==> config.mk <==
export PLATFORM = sky130hd
export DESIGN_NAME = pressure_guarded_dual_motor_drive
export DESIGN_NICKNAME = d
export VERILOG_FILES = /design/src/hdl/pgdmd_pkg.sv /design/src/hdl/pressure_guarded_dual_motor_drive.sv
export SDC_FILE = /design/constraint.sdc
export NUM_CORES = 2
export LEC_CHECK = 0
export ABC_AREA = 1
export BUFFER_PORTS_ARGS = -buffer_cell sky130_fd_sc_hd__buf_4
export CAP_MARGIN = 20
export CORE_MARGIN = 5
export CORE_UTILIZATION = 52
export CTS_CLUSTER_DIAMETER = 60
export CTS_CLUSTER_SIZE = 14
export DETAILED_ROUTE_END_ITERATION = 12
export MAX_ROUTING_LAYER = met4
export PLACE_DENSITY_LB_ADDON = 0.1
export SYNTH_ARGS = -nofsm -noshare
export SYNTH_HDL_FRONTEND = slang
export SYNTH_SLANG_ARGS = --single-unit
==> constraint.sdc <==
create_clock -name clk -period 10.75 [get_ports clk]
set_clock_uncertainty 0.1 [all_clocks]
set_input_delay 0.5375 -clock clk [delete_from_list [all_inputs] [get_ports clk]]
set_output_delay 0.5375 -clock clk [all_outputs]
set_load 0.005 [all_outputs]
==> src/hdl/pgdmd_pkg.sv <==
// Package with the types, constants and shared arithmetic of the dual motor drive.
`default_nettype none

package pgdmd_pkg;

	// Field widths.
	localparam int CODE_W = 10;
	localparam int RPM_W = 10;
	localparam int PWM_W = 8;
	localparam int GAIN_W = 4;
	localparam int TARGET_W = 11;
	localparam int CFG_INDEX_W = 3;
	localparam int CFG_DATA_W = 10;

	// Internal widths.
	localparam int KNOB_PROD_W = CODE_W + RPM_W;
	localparam int ERR_PROD_W = CODE_W + PWM_W;
	localparam int CORR_PROD_W = ERR_PROD_W + GAIN_W;
	localparam int FOLD_W = 24;
	localparam int Q1_W = 13;
	localparam int CORR_MAG_W = 14;
	localparam int CORR_W = CORR_MAG_W + 1;
	localparam int RAW_TGT_W = Q1_W + 3;
	localparam int DIVIDEND_W = RPM_W + PWM_W;
	localparam int DIV_STATE_W = RPM_W + DIVIDEND_W;
	localparam int DIV_STEPS = 6;
	localparam int SUM_W = DIVIDEND_W + 2;

	// Pipeline depth: registers from input to output.
	localparam int NUM_STAGES = 8;

	// Saturation limit of the speed target.
	localparam int TARGET_LIMIT = 1023;

	// Divide by three of an 8-bit value as multiply and shift.
	localparam int THIRD_MUL = 171;
	localparam int THIRD_SHIFT = 9;
	localparam int THIRD_PROD_W = 16;

	// Reset values of the registers.
	localparam logic [RPM_W-1:0] RPM_MAX_RST = 10'd150;
	localparam logic [PWM_W-1:0] PWM_MAX_RST = 8'd255;
	localparam logic [CODE_W-1:0] SETPOINT_RST = 10'd900;
	localparam logic [CODE_W-1:0] P_HIGH_RST = 10'd980;
	localparam logic [CODE_W-1:0] P_LOW_RST = 10'd850;
	localparam logic [GAIN_W-1:0] GAIN_RST = 4'd3;

	typedef enum logic [1:0] {
		REGION_REG = 2'd0,
		REGION_LOW = 2'd1,
		REGION_HIGH = 2'd2
	} region_t;

	typedef enum logic [1:0] {
		DIR_STOP = 2'd0,
		DIR_UP = 2'd1,
		DIR_DOWN = 2'd2
	} dir_t;

	typedef enum logic [CFG_INDEX_W-1:0] {
		CFG_RPM_MAX = 3'd0,
		CFG_PWM_MAX = 3'd1,
		CFG_SETPOINT = 3'd2,
		CFG_P_HIGH = 3'd3,
		CFG_P_LOW = 3'd4,
		CFG_GAIN = 3'd5
	} cfg_idx_t;

	// Several steps of a restoring divider. The state holds the partial
	// remainder on top and the dividend bits, shifting into quotient bits, below.
	function automatic logic [DIV_STATE_W-1:0] div_steps(
		input logic [DIV_STATE_W-1:0] st,
		input logic [RPM_W-1:0] d
	);
		logic [RPM_W-1:0] rem;
		logic [DIVIDEND_W-1:0] dq;
		logic [RPM_W:0] cand;
		logic ge;
		rem = st[DIV_STATE_W-1 -: RPM_W];
		dq = st[DIVIDEND_W-1:0];
		for (int i = 0; i < DIV_STEPS; i++) begin
			cand = {rem, dq[DIVIDEND_W-1]};
			ge = (cand >= {1'b0, d});
			if (ge) begin
				rem = RPM_W'(cand - {1'b0, d});
			end else begin
				rem = cand[RPM_W-1:0];
			end
			dq = {dq[DIVIDEND_W-2:0], ge};
		end
		return {rem, dq};
	endfunction

endpackage

`default_nettype wire

==> src/hdl/pressure_guarded_dual_motor_drive.sv <==
// Top level of the pressure-guarded dual motor drive pipeline.
`default_nettype none

// Each transaction on the input channel carries one pressure sample and one
// speed knob code and yields exactly one result transaction with region,
// signed speed target and direction and PWM duty for the lower and upper
// motor. The block is an eight-stage pipeline that accepts one item every
// cycle unless the output side stalls; the clock edge that accepts an item
// loads the first stage, and the result passes through the later stages and
// is presented from the eighth. The divisions by the converter full scale are
// done by folding shifts and adds in one stage each, and the division by
// rpm_max is a restoring divider spread over three stages of six quotient
// bits each, which sets the pipeline depth. Every stage holds its item while
// the output is stalled and bubbles close up, so input is taken while a
// finished result still waits. Registers are written through the
// configuration channel, which is always ready; write them only while no
// item is in flight.
module pressure_guarded_dual_motor_drive
	import pgdmd_pkg::*;
#(
	parameter int ADC_BITS = 10
) (
	input wire logic clk,
	input wire logic arst_n,

	input wire logic in_valid,
	output logic in_ready,
	input wire logic [CODE_W-1:0] pressure_sample,
	input wire logic [CODE_W-1:0] speed_knob,

	output logic out_valid,
	input wire logic out_ready,
	output logic [1:0] region,
	output logic signed [TARGET_W-1:0] speed_target,
	output logic [1:0] lower_dir,
	output logic [PWM_W-1:0] lower_pwm,
	output logic [1:0] upper_dir,
	output logic [PWM_W-1:0] upper_pwm,

	input wire logic cfg_valid,
	output logic cfg_ready,
	input wire logic [CFG_INDEX_W-1:0] cfg_index,
	input wire logic [CFG_DATA_W-1:0] cfg_data
);

	localparam logic [FOLD_W-1:0] ADC_MAX = FOLD_W'((1 << ADC_BITS) - 1);

	// Exact floor division by the converter full scale 2^ADC_BITS - 1.
	// Each fold uses x = a*2^N + b = a*(2^N - 1) + (a + b).
	function automatic logic [FOLD_W-1:0] div_adc(input logic [FOLD_W-1:0] x);
		logic [FOLD_W-1:0] y;
		logic [FOLD_W-1:0] a;
		logic [FOLD_W-1:0] q;
		y = x;
		q = '0;
		for (int k = 0; k < 3; k++) begin
			a = y >> ADC_BITS;
			y = a + (y & ADC_MAX);
			q = q + a;
		end
		if (y >= ADC_MAX) begin
			q = q + 1'b1;
		end
		return q;
	endfunction

	// Configuration registers.
	logic [RPM_W-1:0] rpm_max_q;
	logic [PWM_W-1:0] pwm_max_q;
	logic [CODE_W-1:0] setpoint_q;
	logic [CODE_W-1:0] p_high_q;
	logic [CODE_W-1:0] p_low_q;
	logic [GAIN_W-1:0] gain_q;

	assign cfg_ready = 1'b1;

	// Register writes; indexes beyond the list are dropped.
	always_ff @(posedge clk or negedge arst_n) begin
		if (!arst_n) begin
			rpm_max_q <= RPM_MAX_RST;
			pwm_max_q <= PWM_MAX_RST;
			setpoint_q <= SETPOINT_RST;
			p_high_q <= P_HIGH_RST;
			p_low_q <= P_LOW_RST;
			gain_q <= GAIN_RST;
		end else if (cfg_valid && cfg_ready) begin
			unique case (cfg_index)
				CFG_RPM_MAX: rpm_max_q <= cfg_data[RPM_W-1:0];
				CFG_PWM_MAX: pwm_max_q <= cfg_data[PWM_W-1:0];
				CFG_SETPOINT: setpoint_q <= cfg_data[CODE_W-1:0];
				CFG_P_HIGH: p_high_q <= cfg_data[CODE_W-1:0];
				CFG_P_LOW: p_low_q <= cfg_data[CODE_W-1:0];
				CFG_GAIN: gain_q <= cfg_data[GAIN_W-1:0];
				default: ;
			endcase
		end
	end

	// Pipeline flow control: a stage loads when it is empty or the next one moves.
	logic [NUM_STAGES-1:0] vld_q;
	logic [NUM_STAGES-1:0] adv;

	always_comb begin
		adv[NUM_STAGES-1] = !vld_q[NUM_STAGES-1] || out_ready;
		for (int k = NUM_STAGES - 2; k >= 0; k--) begin
			adv[k] = !vld_q[k] || adv[k+1];
		end
	end

	assign in_ready = adv[0];
	assign out_valid = vld_q[NUM_STAGES-1];

	always_ff @(posedge clk or negedge arst_n) begin
		if (!arst_n) begin
			vld_q <= '0;
		end else begin
			if (adv[0]) begin
				vld_q[0] <= in_valid;
			end
			for (int k = 1; k < NUM_STAGES; k++) begin
				if (adv[k]) begin
					vld_q[k] <= vld_q[k-1];
				end
			end
		end
	end

	// Stage 1: region tests, knob product and pressure error product.
	region_t region_c1;
	logic err_neg_c1;
	logic [CODE_W-1:0] err_mag_c1;

	always_comb begin
		if (pressure_sample < p_low_q) begin
			region_c1 = REGION_LOW;
		end else if (pressure_sample > p_high_q) begin
			region_c1 = REGION_HIGH;
		end else begin
			region_c1 = REGION_REG;
		end
		err_neg_c1 = pressure_sample > setpoint_q;
		if (err_neg_c1) begin
			err_mag_c1 = pressure_sample - setpoint_q;
		end else begin
			err_mag_c1 = setpoint_q - pressure_sample;
		end
	end

	region_t region_s1;
	logic err_neg_s1;
	logic [KNOB_PROD_W-1:0] knob_prod_s1;
	logic [ERR_PROD_W-1:0] err_prod_s1;

	always_ff @(posedge clk) begin
		if (adv[0]) begin
			region_s1 <= region_c1;
			err_neg_s1 <= err_neg_c1;
			knob_prod_s1 <= speed_knob * rpm_max_q;
			err_prod_s1 <= err_mag_c1 * pwm_max_q;
		end
	end

	// Stage 2: knob quotient by full scale, gain on the error product.
	logic [FOLD_W-1:0] q1_c2;

	assign q1_c2 = div_adc(FOLD_W'(knob_prod_s1));

	region_t region_s2;
	logic err_neg_s2;
	logic [Q1_W-1:0] q1_s2;
	logic [CORR_PROD_W-1:0] corr_prod_s2;

	always_ff @(posedge clk) begin
		if (adv[1]) begin
			region_s2 <= region_s1;
			err_neg_s2 <= err_neg_s1;
			q1_s2 <= q1_c2[Q1_W-1:0];
			corr_prod_s2 <= err_prod_s1 * gain_q;
		end
	end

	// Stage 3: signed speed target with saturation, direction and correction.
	logic signed [RAW_TGT_W-1:0] tgt_raw_c3;
	logic signed [TARGET_W-1:0] tgt_c3;
	dir_t dir_c3;
	logic [FOLD_W-1:0] corr_q_c3;
	logic [CORR_MAG_W-1:0] corr_mag_c3;
	logic signed [CORR_W-1:0] corr_c3;

	always_comb begin
		tgt_raw_c3 = $signed({2'b00, q1_s2, 1'b0}) -
			$signed({(RAW_TGT_W - RPM_W)'(0), rpm_max_q});
		if (region_s2 != REGION_REG) begin
			tgt_c3 = '0;
		end else if (tgt_raw_c3 > RAW_TGT_W'(TARGET_LIMIT)) begin
			tgt_c3 = TARGET_W'(TARGET_LIMIT);
		end else if (tgt_raw_c3 < -RAW_TGT_W'(TARGET_LIMIT)) begin
			tgt_c3 = -TARGET_W'(TARGET_LIMIT);
		end else begin
			tgt_c3 = tgt_raw_c3[TARGET_W-1:0];
		end
		dir_c3 = (tgt_c3 > 0) ? DIR_UP : DIR_DOWN;
		corr_q_c3 = div_adc(FOLD_W'(corr_prod_s2));
		corr_mag_c3 = corr_q_c3[CORR_MAG_W-1:0];
		if (err_neg_s2) begin
			corr_c3 = -$signed({1'b0, corr_mag_c3});
		end else begin
			corr_c3 = $signed({1'b0, corr_mag_c3});
		end
	end

	region_t region_s3;
	logic signed [TARGET_W-1:0] tgt_s3;
	dir_t dir_s3;
	logic signed [CORR_W-1:0] corr_s3;

	always_ff @(posedge clk) begin
		if (adv[2]) begin
			region_s3 <= region_s2;
			tgt_s3 <= tgt_c3;
			dir_s3 <= dir_c3;
			corr_s3 <= corr_c3;
		end
	end

	// Stage 4: target magnitude times pwm_max seeds the divider.
	logic [TARGET_W-1:0] mag_full_c4;
	logic [RPM_W-1:0] mag_c4;

	always_comb begin
		if (tgt_s3 < 0) begin
			mag_full_c4 = -tgt_s3;
		end else begin
			mag_full_c4 = tgt_s3;
		end
		mag_c4 = mag_full_c4[RPM_W-1:0];
	end

	region_t region_s4;
	logic signed [TARGET_W-1:0] tgt_s4;
	dir_t dir_s4;
	logic signed [CORR_W-1:0] corr_s4;
	logic [DIV_STATE_W-1:0] div_s4;

	always_ff @(posedge clk) begin
		if (adv[3]) begin
			region_s4 <= region_s3;
			tgt_s4 <= tgt_s3;
			dir_s4 <= dir_s3;
			corr_s4 <= corr_s3;
			div_s4 <= {RPM_W'(0), DIVIDEND_W'(mag_c4 * pwm_max_q)};
		end
	end

	// Stages 5 to 7: restoring division by rpm_max, six quotient bits each.
	region_t region_s5, region_s6, region_s7;
	logic signed [TARGET_W-1:0] tgt_s5, tgt_s6, tgt_s7;
	dir_t dir_s5, dir_s6, dir_s7;
	logic signed [CORR_W-1:0] corr_s5, corr_s6, corr_s7;
	logic [DIV_STATE_W-1:0] div_s5, div_s6, div_s7;

	always_ff @(posedge clk) begin
		if (adv[4]) begin
			region_s5 <= region_s4;
			tgt_s5 <= tgt_s4;
			dir_s5 <= dir_s4;
			corr_s5 <= corr_s4;
			div_s5 <= div_steps(div_s4, rpm_max_q);
		end
		if (adv[5]) begin
			region_s6 <= region_s5;
			tgt_s6 <= tgt_s5;
			dir_s6 <= dir_s5;
			corr_s6 <= corr_s5;
			div_s6 <= div_steps(div_s5, rpm_max_q);
		end
		if (adv[6]) begin
			region_s7 <= region_s6;
			tgt_s7 <= tgt_s6;
			dir_s7 <= dir_s6;
			corr_s7 <= corr_s6;
			div_s7 <= div_steps(div_s6, rpm_max_q);
		end
	end

	// Stage 8: saturate both duties and select the outputs of the region.
	logic [DIVIDEND_W-1:0] base_c8;
	logic signed [SUM_W-1:0] sum_c8;
	logic [THIRD_PROD_W-1:0] third_prod_c8;
	region_t region_c8;
	logic signed [TARGET_W-1:0] tgt_c8;
	dir_t ldir_c8, udir_c8;
	logic [PWM_W-1:0] lpwm_c8, upwm_c8;

	always_comb begin
		base_c8 = (rpm_max_q == '0) ? '0 : div_s7[DIVIDEND_W-1:0];
		sum_c8 = $signed({2'b00, base_c8}) + SUM_W'(corr_s7);
		third_prod_c8 = THIRD_PROD_W'(pwm_max_q * THIRD_PROD_W'(THIRD_MUL));
		region_c8 = region_s7;
		tgt_c8 = tgt_s7;
		unique case (region_s7)
			REGION_LOW: begin
				ldir_c8 = DIR_STOP;
				udir_c8 = DIR_STOP;
				lpwm_c8 = '0;
				upwm_c8 = '0;
			end
			REGION_HIGH: begin
				ldir_c8 = DIR_UP;
				udir_c8 = DIR_DOWN;
				lpwm_c8 = pwm_max_q >> 1;
				upwm_c8 = PWM_W'(third_prod_c8 >> THIRD_SHIFT);
			end
			default: begin
				ldir_c8 = dir_s7;
				udir_c8 = dir_s7;
				if (base_c8 > DIVIDEND_W'(pwm_max_q)) begin
					lpwm_c8 = pwm_max_q;
				end else begin
					lpwm_c8 = base_c8[PWM_W-1:0];
				end
				if (sum_c8 < 0) begin
					upwm_c8 = '0;
				end else if (sum_c8 > $signed({(SUM_W - PWM_W)'(0), pwm_max_q})) begin
					upwm_c8 = pwm_max_q;
				end else begin
					upwm_c8 = sum_c8[PWM_W-1:0];
				end
			end
		endcase
	end

	region_t region_s8;
	logic signed [TARGET_W-1:0] tgt_s8;
	dir_t ldir_s8, udir_s8;
	logic [PWM_W-1:0] lpwm_s8, upwm_s8;

	always_ff @(posedge clk) begin
		if (adv[7]) begin
			region_s8 <= region_c8;
			tgt_s8 <= tgt_c8;
			ldir_s8 <= ldir_c8;
			udir_s8 <= udir_c8;
			lpwm_s8 <= lpwm_c8;
			upwm_s8 <= upwm_c8;
		end
	end

	assign region = region_s8;
	assign speed_target = tgt_s8;
	assign lower_dir = ldir_s8;
	assign lower_pwm = lpwm_s8;
	assign upper_dir = udir_s8;
	assign upper_pwm = upwm_s8;

endmodule

`default_nettype wire

==> results.sh <==
export IMPL_finalWeightedCongestion=0.9244
export IMPL_drc_errors=0
export IMPL_place_ws_ns=-0.3978
export IMPL_hold_depth=3
export IMPL_fp_dieH_um=291.0
export IMPL_maxCapViolations=0
export IMPL_grt_max_degree=61
export IMPL_synth_main_ff_cell="edfxtp_1"
export IMPL_grt_overflow=0
export IMPL_insertion_delay_ns=0.61
export IMPL_grt_antenna_before_repair=0
export IMPL_cts_clk_slew_worst_paths_ns=0.06
export IMPL_die_width_um=291.0
export IMPL_worst_pin_slew_ns=0.9767
export IMPL_crit_buf_inv=9
export IMPL_place_port_buffers=72
export IMPL_synth_edf_count=353
export IMPL_grt_pass1_vias=31320
export IMPL_fmax_mhz=94.94
export IMPL_antenna_left=0
export IMPL_status="finished clean"
export IMPL_root_buffer="clkbuf_16"
export IMPL_drt_iter0_drc=2078
export IMPL_rsz0062_at_grt="yes"
export IMPL_coreArea_um2=78610
export IMPL_cts_path_max_buffers=3
export IMPL_crit_cells=63
export IMPL_dr_total_vias=33168
export IMPL_syn_avg_cell_area_um2=8.329
export IMPL_cp_arrival_ns=10.77
export IMPL_synth_seq_cells=413
export IMPL_r2r_cells=63
export IMPL_htree_levels=2
export IMPL_path_max_fanout=8
export IMPL_synth_cell_types=72
export IMPL_end_kind="flip-flop"
export IMPL_crit_slowest_cell="dfstp_4"
export IMPL_cp_top_family="compound AO/OA/AOI/OAI gates"
export IMPL_drtPass1Iterations=6
export IMPL_layout_nets=5940
export IMPL_rows=103
export IMPL_drive_above_1_share_pct=15.28
export IMPL_cts_buffers=47
export IMPL_finalMaxSlewViolations=0
export IMPL_cts_tree="done"
export IMPL_netlist_top_cells_count="nand2_1 (1140), inv_1 (847), ha_1 (490), edfxtp_1 (353), nor2_1 (311)"
export IMPL_worst_slack_ns=0.2167
export IMPL_ys_seq_area_share_pct=29.57
export IMPL_synth_fp_nets=5684
export IMPL_wirelength_um=107100
export IMPL_ys_top_cells_by_area="edfxtp_1 (26%), ha_1 (15%), fa_1 (11%)"
export IMPL_worstSetupPathType="reg -> reg"
export IMPL_dp_hpwl_um=80270
export IMPL_period_minus_slack_ns=10.53
export IMPL_pin_count=74
export IMPL_async_reset_ff_share_pct=14.53
export IMPL_hp_class="in -> reg"
export IMPL_yosys_warnings=0
export IMPL_grt_pass1_wl_um=166500
export IMPL_worstSetupStartpointType="flip-flop"
export IMPL_grt_total_usage_pct=24.86
export IMPL_synthMostInstantiatedCell="nand2_1"
export IMPL_dieArea_um2=84650
export IMPL_period_share_pct=97.98
export IMPL_synth_top_area_cell="edfxtp_1"
export IMPL_wire_per_inst_um=17.07
export IMPL_syn_inst=4928
export IMPL_hold_viol_final=0
export IMPL_syn_to_final_growth_pct=15.19
export IMPL_required_ns=10.99
export IMPL_syn_area_um2=41050
export IMPL_crit_top_cell="a21oi_2"
export IMPL_start_util_pct=52.21
export IMPL_max_stage_delay_ns=0.63
export IMPL_cts_sinks=413
export IMPL_vias_per_cell=5.287
export IMPL_setup_viol=0
export IMPL_synth_top_area_share_pct=25.83
export IMPL_maxSlewHeadroom_pct=34.48
export IMPL_diodes=0
sequential cells by signal, indices dropped and copies added, names as in the netlist, 15 cells and up:
name and cells:
div_s4 18, corr_s6 15, err_prod_s1 18, corr_prod_s2 22, div_s6 28, div_s7 18, corr_s5 15, div_s5 28
corr_s3 15, corr_s4 15, knob_prod_s1 20, corr_s7 15
logic make-up (layout without fill, tap and decap cells):
family                     Yosys count  in the layout  synth area share (%)
and+or+nand+nor                   1963           1967                 21.02
buffers and inverters              956           1247                 9.163
adders and majority gates          718            718                 26.06
AOI/OAI and AO/OA                  622            622                 8.697
DFF                                413            413                 29.57
xor gates and xnor gates           252            252                 5.414
other                                2              2               0.01830
muxes                                2              2               0.05487
metrics by stage:
stage | area (µm²) | utilization (%) | hold slack, ns | cells | setup TNS, ns
final | 47280 | 60.14 | 0.05291 | 6273 | 0
after global routing | 47280 | 60.14 | 0.04259 | 6273 | -3.178
after CTS | 45190 | 57.48 | 0.01704 | 6174 | 0
after detailed placement | 43440 | 55.26 | 0.3045 | 6074 | -3.544
after global placement | 43440 | 55.26 | 0.3007 | 6074 | -2.122
after floorplan | 41220 | - | 0.1419 | 4928 | 0
cells in the final DEF, fill, tap and decap left out, types with 93 or more instances in the layout:
cell	count
nand3_1	215
nand2_2	103
o21ai_0	166
ha_1	440
nand2_1	1068
nand4_1	93
nor2_1	303
edfxtp_1	353
a21oi_1	236
buf_4	269
fa_1	227
inv_1	827
xor2_1	197
worst paths after layout:
kind                         startpoint      endpoint  slack [ns]
setup / recovery           rpm_max_q[1]     div_s7[0]        0.22
hold / removal                 in_valid      vld_q[0]        0.05
setup reg to reg           rpm_max_q[1]     div_s7[0]        0.22
hold reg to reg               div_s4[0]     div_s5[6]        0.31
max in group asynchronous        arst_n  rpm_max_q[0]        9.45
min in group asynchronous        arst_n      vld_q[7]        0.51
per-layer routing:
metal / global-route usage [%] / part of all wire [%]
met5: - / 0
met4: 4.999 / 2.1
met3: 3.487 / 5.4
met2: 39.74 / 46
met1: 34.35 / 46
cell type report:
cell class | instances | area (µm²)
clock buffers | 63 | 1257
clock inverters | 25 | 325.3
fillers | 7068 | 31330
inverters | 864 | 3259
multi-input cells | 3563 | 26580
flip-flops and latches | 413 | 12140
well taps | 1050 | 1314
repair buffers | 294 | 2397
repair inverters | 1 | 6.256
worst reg2reg max path, delay by kind of cell, from the launching register on:
kind                     cells  cell delay (ns)
flip-flops                   1             0.63
AND/OR/NAND/NOR             19             2.05
adder cells (fa/ha/maj)      6             1.87
AO/OA/AOI/OAI               28             4.33
XOR/XNOR                     1             0.18
buffers and inverters        9             1.12
timing repair:
action                                 4_1_cts  5_1_grt
gates cloned                                 2       10
setup endpoints to repair                   22       23
setup buffers                                9       89
hold buffers                                 1        0
resized for setup                           13      275
endpoints found under the hold margin       24        0
pin swaps                                    7      109
Power is not shown: default switching activity piles up to over one toggle a cycle in this logic, so the estimate is an artifact.
